### config.mk
export PLATFORM = sky130hd
export DESIGN_NAME = parallel_eeprom_programmer_top
export DESIGN_NICKNAME = d
export VERILOG_FILES = /design/src/rtl/pep_pkg.sv /design/src/rtl/parallel_eeprom_programmer_top.sv
export SDC_FILE = /design/constraint.sdc
export NUM_CORES = 1
export LEC_CHECK = 0
export ABC_AREA = 0
export CAP_MARGIN = 20
export CORE_ASPECT_RATIO = 1.2
export CORE_UTILIZATION = 64
export DETAILED_ROUTE_END_ITERATION = 12
export DONT_BUFFER_PORTS = 1
export GPL_TIMING_DRIVEN = 1
export HOLD_SLACK_MARGIN = 0.15
export PLACE_DENSITY = 0.91
export SYNTH_ARGS = -nofsm -noshare
export SYNTH_HDL_FRONTEND = slang
export SYNTH_SLANG_ARGS = --single-unit
### constraint.sdc
create_clock -name clk -period 8.7 [get_ports clk]
set_input_delay 0.87 -clock clk [delete_from_list [all_inputs] [get_ports clk]]
set_output_delay 0.87 -clock clk [all_outputs]
set_load 0.005 [all_outputs]
### src/rtl/pep_pkg.sv
`timescale 1ns / 1ps
// ----------------------------------------------------------------------------
// pep_pkg
// Types, codes and unlock tables for the parallel EEPROM programmer.
// ----------------------------------------------------------------------------
package pep_pkg;

  localparam int PACKET_BYTES_DEF = 64;
  localparam int CHUNK_W          = 7;
  localparam int ADDR_W           = 16;
  localparam int BUS_ADDR_W       = 15;
  localparam int REM_W            = 17;
  localparam int UNLOCK_LEN       = 6;
  localparam int IDX_W            = 3;

  localparam int IN_DATA_W  = 56;
  localparam int OUT_DATA_W = 48;

  typedef enum logic [1:0] {
    OP_HEADER   = 2'd0,
    OP_HOST     = 2'd1,
    OP_BUS      = 2'd2,
    OP_RESERVED = 2'd3
  } op_t;

  typedef enum logic [1:0] {
    K_WRITE  = 2'd0,
    K_RDREQ  = 2'd1,
    K_HOST   = 2'd2,
    K_STATUS = 2'd3
  } kind_t;

  typedef enum logic [1:0] {
    PH_IDLE  = 2'd0,
    PH_READ  = 2'd1,
    PH_WDATA = 2'd2,
    PH_POLL  = 2'd3
  } phase_t;

  localparam logic [7:0] CMD_READ  = 8'h52;
  localparam logic [7:0] CMD_WRITE = 8'h57;
  localparam logic [7:0] CMD_PAGE  = 8'h50;
  localparam logic [7:0] CMD_ERASE = 8'h5A;

  typedef struct packed {
    kind_t                  kind;
    logic [BUS_ADDR_W-1:0]  bus_addr;
    logic [7:0]             bus_wdata;
    logic [7:0]             read_byte;
    logic                   host_packet_end;
    logic [ADDR_W-1:0]      final_addr;
  } res_t;

  function automatic logic [BUS_ADDR_W-1:0] unlock_addr(input logic [IDX_W-1:0] idx);
    logic [BUS_ADDR_W-1:0] a;
    case (idx)
      3'd1, 3'd4: a = 15'h2AAA;
      default:    a = 15'h5555;
    endcase
    return a;
  endfunction

  function automatic logic [7:0] unlock_data(input logic [IDX_W-1:0] idx);
    logic [7:0] d;
    case (idx)
      3'd0:    d = 8'hAA;
      3'd1:    d = 8'h55;
      3'd2:    d = 8'h80;
      3'd3:    d = 8'hAA;
      3'd4:    d = 8'h55;
      default: d = 8'h10;
    endcase
    return d;
  endfunction

endpackage

### src/rtl/parallel_eeprom_programmer_top.sv
`timescale 1ns / 1ps
// ----------------------------------------------------------------------------
// parallel_eeprom_programmer_top
// Command engine that turns host commands into parallel EEPROM bus cycles.
// ----------------------------------------------------------------------------
// Usage:
//   The input stream carries host command headers, host data bytes and bytes
//   sampled on the memory bus; in_tuser selects which. The output stream
//   carries bus write cycles, bus read requests, bytes for the host and the
//   final status of a command; out_tuser gives the kind and out_tlast marks
//   the last result caused by one input transaction.
//   Each input is decoded and the state updated in the cycle it is taken;
//   its results start on the output in the next cycle, one result per cycle
//   while the receiver is ready. Most inputs cause at most two results; an
//   erase causes seven. Throughput: one input per cycle while the receiver
//   is ready and the input causes at most one result; otherwise one input
//   per result, set by the single output register draining its burst. The
//   next input is taken in the cycle the burst's last result leaves, so
//   back-to-back traffic has no idle gap. No-result inputs load nothing.
//   Reset returns the engine to idle with all counters cleared and drops
//   any pending result. A stalled receiver holds the current result and
//   blocks new input once the burst register is full.
// ----------------------------------------------------------------------------
module parallel_eeprom_programmer_top #(
  parameter int PACKET_BYTES = pep_pkg::PACKET_BYTES_DEF
) (
  input  logic                           clk,
  input  logic                           rst_n,
  // in_tdata: cmd_code[7:0], start_addr[23:8], count_minus_one[39:24],
  //           host_byte[47:40], bus_byte[55:48]
  input  logic                           in_tvalid,
  output logic                           in_tready,
  input  logic [pep_pkg::IN_DATA_W-1:0]  in_tdata,
  // in_tuser: op[1:0]
  input  logic [1:0]                     in_tuser,
  // in_tlast: host_packet_last
  input  logic                           in_tlast,
  // out_tdata: bus_addr[14:0], bus_wdata[22:15], read_byte[30:23],
  //            host_packet_end[31], final_addr[47:32]
  output logic                           out_tvalid,
  input  logic                           out_tready,
  output logic [pep_pkg::OUT_DATA_W-1:0] out_tdata,
  // out_tuser: kind[1:0]
  output logic [1:0]                     out_tuser,
  // out_tlast: last
  output logic                           out_tlast
);

  localparam logic [pep_pkg::CHUNK_W-1:0] PKT_LIM = pep_pkg::CHUNK_W'(PACKET_BYTES);

  // state
  pep_pkg::phase_t                phase_r, phase_nxt;
  logic                           page_r, page_nxt;
  logic [pep_pkg::ADDR_W-1:0]     addr_r, addr_nxt;
  logic [pep_pkg::REM_W-1:0]      rem_r, rem_nxt;
  logic [7:0]                     epb_r, epb_nxt;
  logic                           pcp_r, pcp_nxt;
  logic [pep_pkg::CHUNK_W-1:0]    chunk_r, chunk_nxt;

  // burst register
  logic                           ovld_r;
  logic                           erase_r, erase_nxt;
  logic [pep_pkg::IDX_W-1:0]      idx_r;
  logic [pep_pkg::IDX_W-1:0]      cnt_r, cnt_nxt;
  pep_pkg::res_t                  r0_r, r0_nxt, r1_r, r1_nxt;

  // input fields
  pep_pkg::op_t                   op;
  logic [7:0]                     cmd;
  logic [pep_pkg::ADDR_W-1:0]     saddr;
  logic [pep_pkg::ADDR_W-1:0]     cntm1;
  logic [7:0]                     hbyte;
  logic [7:0]                     bbyte;

  logic                           in_acc, out_acc, out_last;
  logic [pep_pkg::REM_W-1:0]      rem_dec;
  logic [pep_pkg::CHUNK_W-1:0]    chunk_inc;
  logic [pep_pkg::ADDR_W-1:0]     addr_inc;
  pep_pkg::res_t                  cur;

  assign op    = pep_pkg::op_t'(in_tuser);
  assign cmd   = in_tdata[7:0];
  assign saddr = in_tdata[23:8];
  assign cntm1 = in_tdata[39:24];
  assign hbyte = in_tdata[47:40];
  assign bbyte = in_tdata[55:48];

  assign out_last  = (idx_r == cnt_r - 1'b1);
  assign out_acc   = out_tvalid && out_tready;
  assign in_tready = !ovld_r || (out_acc && out_last);
  assign in_acc    = in_tvalid && in_tready;

  assign rem_dec   = (rem_r != '0) ? rem_r - 1'b1 : '0;
  assign chunk_inc = chunk_r + 1'b1;
  assign addr_inc  = addr_r + 1'b1;

  // decode one item and update state
  always_comb begin
    phase_nxt = phase_r;
    page_nxt  = page_r;
    addr_nxt  = addr_r;
    rem_nxt   = rem_r;
    epb_nxt   = epb_r;
    pcp_nxt   = pcp_r;
    chunk_nxt = chunk_r;
    erase_nxt = 1'b0;
    cnt_nxt   = '0;
    r0_nxt    = '0;
    r1_nxt    = '0;
    if (phase_r == pep_pkg::PH_IDLE && op == pep_pkg::OP_HEADER) begin
      unique case (cmd)
        pep_pkg::CMD_READ: begin
          addr_nxt         = saddr;
          rem_nxt          = {1'b0, cntm1} + 1'b1;
          chunk_nxt        = '0;
          pcp_nxt          = 1'b0;
          phase_nxt        = pep_pkg::PH_READ;
          r0_nxt.kind      = pep_pkg::K_RDREQ;
          r0_nxt.bus_addr  = saddr[pep_pkg::BUS_ADDR_W-1:0];
          cnt_nxt          = 3'd1;
        end
        pep_pkg::CMD_WRITE, pep_pkg::CMD_PAGE: begin
          addr_nxt  = saddr;
          rem_nxt   = {1'b0, cntm1} + 1'b1;
          chunk_nxt = '0;
          pcp_nxt   = 1'b0;
          page_nxt  = (cmd == pep_pkg::CMD_PAGE);
          phase_nxt = pep_pkg::PH_WDATA;
        end
        pep_pkg::CMD_ERASE: begin
          addr_nxt  = '0;
          rem_nxt   = '0;
          erase_nxt = 1'b1;
          cnt_nxt   = 3'(pep_pkg::UNLOCK_LEN + 1);
        end
        default: ;
      endcase
    end else if (phase_r == pep_pkg::PH_READ && op == pep_pkg::OP_BUS) begin
      rem_nxt                = rem_dec;
      addr_nxt               = addr_inc;
      r0_nxt.kind            = pep_pkg::K_HOST;
      r0_nxt.read_byte       = bbyte;
      r0_nxt.host_packet_end = (chunk_inc >= PKT_LIM) || (rem_dec == '0);
      chunk_nxt              = r0_nxt.host_packet_end ? '0 : chunk_inc;
      cnt_nxt                = 3'd2;
      if (rem_dec == '0) begin
        r1_nxt.kind       = pep_pkg::K_STATUS;
        r1_nxt.final_addr = addr_inc;
        phase_nxt         = pep_pkg::PH_IDLE;
      end else begin
        r1_nxt.kind     = pep_pkg::K_RDREQ;
        r1_nxt.bus_addr = addr_inc[pep_pkg::BUS_ADDR_W-1:0];
      end
    end else if (phase_r == pep_pkg::PH_WDATA && op == pep_pkg::OP_HOST) begin
      r0_nxt.kind      = pep_pkg::K_WRITE;
      r0_nxt.bus_addr  = addr_r[pep_pkg::BUS_ADDR_W-1:0];
      r0_nxt.bus_wdata = hbyte;
      addr_nxt         = addr_inc;
      rem_nxt          = rem_dec;
      cnt_nxt          = 3'd1;
      if (!page_r || in_tlast) begin
        epb_nxt         = hbyte;
        pcp_nxt         = in_tlast;
        phase_nxt       = pep_pkg::PH_POLL;
        r1_nxt.kind     = pep_pkg::K_RDREQ;
        r1_nxt.bus_addr = addr_r[pep_pkg::BUS_ADDR_W-1:0];
        cnt_nxt         = 3'd2;
      end
    end else if (phase_r == pep_pkg::PH_POLL && op == pep_pkg::OP_BUS) begin
      if (bbyte != epb_r) begin
        // poll again at the byte just written
        r0_nxt.kind     = pep_pkg::K_RDREQ;
        r0_nxt.bus_addr = addr_r[pep_pkg::BUS_ADDR_W-1:0] - 1'b1;
        cnt_nxt         = 3'd1;
      end else if (pcp_r && rem_r == '0) begin
        pcp_nxt           = 1'b0;
        r0_nxt.kind       = pep_pkg::K_STATUS;
        r0_nxt.final_addr = addr_r;
        phase_nxt         = pep_pkg::PH_IDLE;
        cnt_nxt           = 3'd1;
      end else begin
        pcp_nxt   = 1'b0;
        phase_nxt = pep_pkg::PH_WDATA;
      end
    end
  end

  always_ff @(posedge clk) begin
    if (!rst_n) begin
      phase_r <= pep_pkg::PH_IDLE;
      page_r  <= 1'b0;
      addr_r  <= '0;
      rem_r   <= '0;
      epb_r   <= '0;
      pcp_r   <= 1'b0;
      chunk_r <= '0;
    end else if (in_acc) begin
      phase_r <= phase_nxt;
      page_r  <= page_nxt;
      addr_r  <= addr_nxt;
      rem_r   <= rem_nxt;
      epb_r   <= epb_nxt;
      pcp_r   <= pcp_nxt;
      chunk_r <= chunk_nxt;
    end
  end

  // burst register: load on a transaction with results, advance per output
  always_ff @(posedge clk) begin
    if (!rst_n) begin
      ovld_r <= 1'b0;
      idx_r  <= '0;
    end else if (in_acc && cnt_nxt != '0) begin
      ovld_r <= 1'b1;
      idx_r  <= '0;
    end else if (out_acc) begin
      if (out_last) begin
        ovld_r <= 1'b0;
      end
      idx_r <= idx_r + 1'b1;
    end
  end

  always_ff @(posedge clk) begin
    if (in_acc && cnt_nxt != '0) begin
      erase_r <= erase_nxt;
      cnt_r   <= cnt_nxt;
      r0_r    <= r0_nxt;
      r1_r    <= r1_nxt;
    end
  end

  always_comb begin
    cur = '0;
    if (erase_r) begin
      if (idx_r < 3'(pep_pkg::UNLOCK_LEN)) begin
        cur.kind      = pep_pkg::K_WRITE;
        cur.bus_addr  = pep_pkg::unlock_addr(idx_r);
        cur.bus_wdata = pep_pkg::unlock_data(idx_r);
      end else begin
        cur.kind = pep_pkg::K_STATUS;
      end
    end else begin
      cur = (idx_r == '0) ? r0_r : r1_r;
    end
  end

  assign out_tvalid = ovld_r;
  assign out_tuser  = cur.kind;
  assign out_tlast  = out_last;
  assign out_tdata  = {cur.final_addr, cur.host_packet_end, cur.read_byte,
                       cur.bus_wdata, cur.bus_addr};

endmodule
==> flow_metrics.env <==
export IMPL_syn_to_final_growth_pct=6.37
export IMPL_post_cts_buffers=0
export IMPL_slew_limit_headroom_pct=28.4
export IMPL_grt_max_degree=88
export IMPL_worstPathMaxFanout=87
export IMPL_ctsRootBufferMaster="clkbuf_16"
export IMPL_crit_type="flip-flop to flip-flop"
export IMPL_synth_top_area_cell="edfxtp_1"
export IMPL_synthDistinctLibCells=73
export IMPL_dieArea_um2=13600
export IMPL_path_clk_slew_ns=0.06
export IMPL_synth_area_top_cells="edfxtp_1, dfxtp_1, nand2_1, o21ai_0, nor2_1"
export IMPL_vias_per_cell=6.74
export IMPL_ctsHoldBuffers=0
export IMPL_pin_count=116
export IMPL_die_h_um=128
export IMPL_cts_max_level=4
export IMPL_avgSynthCellArea_um2=8.86
export IMPL_critPathArrivalTime_ns=3.86
export IMPL_worst_slew_pin_slew_ns=1.07
export IMPL_wl_per_cell_um=20.2
export IMPL_antenna_found_initial=0
export IMPL_endpoint_kind="flip-flop"
export IMPL_nets=984
export IMPL_holdCritPathClass="flip-flop to flip-flop"
export IMPL_synthArstFlopShare_pct=0
export IMPL_remaining_drc_errors=0
export IMPL_grt_ovfl_total=0
export IMPL_min_period_over_period_pct=43.8
export IMPL_drv_slew=0
export IMPL_fin_tns_setup_ns=0
export IMPL_ys_warn_count=0
export IMPL_clock_sinks=143
export IMPL_ant_nets=0
export IMPL_numCtsBuffers=17
export IMPL_finalClockSkew_ns=0.0108
export IMPL_core_area_um2=12700
export IMPL_startpoint_type="flip-flop"
export IMPL_postPlaceCellArea_um2=8380
export IMPL_routed_wl_um=21900
export IMPL_place_congestion=0.992
export IMPL_design_area_um2=8940
export IMPL_outcome="finished, final reports clean"
export IMPL_rrSetupSlack_ns=4.89
export IMPL_dp_hpwl_um=14600
export IMPL_finalHoldViolCount=0
export IMPL_power_total_uw=1760
export IMPL_drv_cap=0
export IMPL_ys_flop_type="edfxtp_1"
export IMPL_synth_enable_flop_cells=87
export IMPL_post_cts_resized=0
export IMPL_layout_drive_gt1_share_pct=7.16
export IMPL_cts_tree="built"
export IMPL_synth_fp_nets=1024
export IMPL_leakage_uw=0.00310
export IMPL_layout_min_cycle_time_ns=3.81
export IMPL_rsz0062_at_grt="no"
export IMPL_powerDensity_nw_per_um2=197
export IMPL_num_vias=7316
export IMPL_num_antenna_cells=0
export IMPL_seq_area_frac_synth_pct=44.4
export IMPL_drt_iter0_markers=895
export IMPL_grt_pass1_wl_um=33800
export IMPL_num_fill_cells=908
export IMPL_postSynthCellCount=949
export IMPL_fmax_mhz=262
export IMPL_die_w_um=107
export IMPL_fp_row_count=45
export IMPL_numPortBuffers=0
export IMPL_grt_pass1_vias=6712
export IMPL_setup_viol=0
export IMPL_clock_path_buffers=2
export IMPL_yosysTopAreaCellShare_pct=31.1
export IMPL_synth_seq_cells=143
export IMPL_drt_first_pass_iters=5
export IMPL_peakVddDrop_v=0.000128
export IMPL_required_ns=8.74
export IMPL_initial_core_util_pct=66.1
export IMPL_clkLatencyLatePin_ns=0.43
export IMPL_synth_area_um2=8410
export IMPL_grt_use_total_pct=32.1
## cells by family after synthesis
group | synth area share, %
DFF | 44.4
xor gates and xnor gates | 5.68
buffers and inverters | 4.51
and+or+nand+nor | 24.4
muxes | 2.16
adders and majority gates | 1.79
AOI/OAI and AO/OA | 17.1
## cells in the mapped netlist, types with 5 or more instances
cell type  number
nor2_4          7
a31oi_1         9
clkbuf_1       51
ha_1           12
and3_1         17
o22ai_1        17
buf_2           5
a211oi_1        9
a22oi_1        14
xnor2_1        30
nand3_1        34
dfxtp_1        56
o21ai_0        76
a21o_1          9
buf_6           5
nand4_1        14
mux2i_1        17
edfxtp_1       87
a21oi_1        54
inv_1          17
nand2_1       136
nor2_1         85
and2_1         34
nor2b_1        10
nor3_1         21
or3_1           5
xor2_1         22
nor4_1          9
or4_1          10
## power by group
part / internal, uW / leakage (uW) / switching (uW)
combinational: 100 / 0.00164 / 189
clock: 420 / 0.000274 / 293
sequential: 737 / 0.00118 / 24.1
total: 1260 / 0.00310 / 507
## per-layer routing
metal	share of wire, %	global-route usage [%]	wire [um]	up-vias
li1	-	-	-	3332
met1	38	40.7	8310	3388
met2	47	51.3	10200	519
met3	12	8.16	2550	77
met4	3.9	15.5	846	0
met5	0	1.13	0	-
## through the flow
step | util (%) | hold slack (ns) | worst slack [ns] | cells
2_1_floorplan | - | 0.448 | 2.43 | 949
3_3_place_gp | 65.8 | 0.456 | 5.12 | 1054
3_5_place_dp | 65.8 | 0.459 | 5.00 | 1054
4_1_cts | 70.3 | 0.470 | 4.95 | 1086
5_1_grt | 70.3 | 0.484 | 4.67 | 1086
6_report | 70.3 | 0.469 | 4.89 | 1086
## layout make-up
| class | instances | area [um2] | share of cell area (%) |
|---|---|---|---|
| clock buffer | 18 | 429 | 4.80 |
| sequential | 143 | 3730 | 41.7 |
| tap | 164 | 205 | 2.29 |
| inverter | 19 | 71.3 | 0.797 |
| clock inverter | 14 | 140 | 1.57 |
| multi-input combinational | 721 | 4310 | 48.2 |
| timing repair buffer | 7 | 52.6 | 0.587 |
## placed cells by master (no fill, tap or decap), types with 3 or more instances in the layout
master | netlist | layout
nand2_1 | 136 | 136
edfxtp_1 | 87 | 87
nor2_1 | 85 | 84
o21ai_0 | 76 | 76
dfxtp_1 | 56 | 56
a21oi_1 | 54 | 54
and2_1 | 34 | 34
nand3_1 | 34 | 34
xnor2_1 | 30 | 30
xor2_1 | 22 | 22
nor3_1 | 21 | 21
inv_1 | 17 | 17
and3_1 | 17 | 17
mux2i_1 | 17 | 17
o22ai_1 | 17 | 17
clkbuf_16 | 0 | 17
nand4_1 | 14 | 14
a22oi_1 | 14 | 14
ha_1 | 12 | 12
or4_1 | 10 | 10
nor2b_1 | 10 | 9
a21o_1 | 9 | 9
a211oi_1 | 9 | 9
a31oi_1 | 9 | 9
nor4_1 | 9 | 8
nor2_4 | 7 | 8
buf_4 | 0 | 7
or3_1 | 5 | 5
nor3b_1 | 4 | 4
or2_2 | 4 | 4
nand2b_1 | 4 | 4
a22o_1 | 4 | 4
nor2_2 | 4 | 4
a311oi_1 | 4 | 4
clkinv_1 | 2 | 3
o31ai_1 | 3 | 3
o32ai_1 | 3 | 3
o211ai_1 | 3 | 3
clkinv_2 | 0 | 3
clkinv_4 | 0 | 3
## sequential cells by signal, indices dropped and copies added, names as in the netlist, 2 cells and up
name and flops:
phase_r 2, epb_r 8, addr_r 16, r1_r 33
r0_r 50, chunk_r 7, cnt_r 3, idx_r 3
rem_r 17
## worst max-delay path, cell delays in order (launching register included)
cell	delay, ns
dfxtp_1	0.36
inv_1	0.10
ha_1	0.13
or3b_2	0.50
nor4_2	0.41
nand3_1	0.35
a311o_1	0.42
nor3b_1	0.19
nor2_4	0.10
buf_4	0.81
## worst paths after layout
path,startpoint,end,cells past startpoint
setup / recovery,rem_r[0],r0_r[46],9
hold / removal,epb_r[4],epb_r[4],2
setup reg to reg,rem_r[0],r0_r[46],9
hold reg to reg,epb_r[4],epb_r[4],2
No activity file was read; power rests on OpenSTA's default activity.
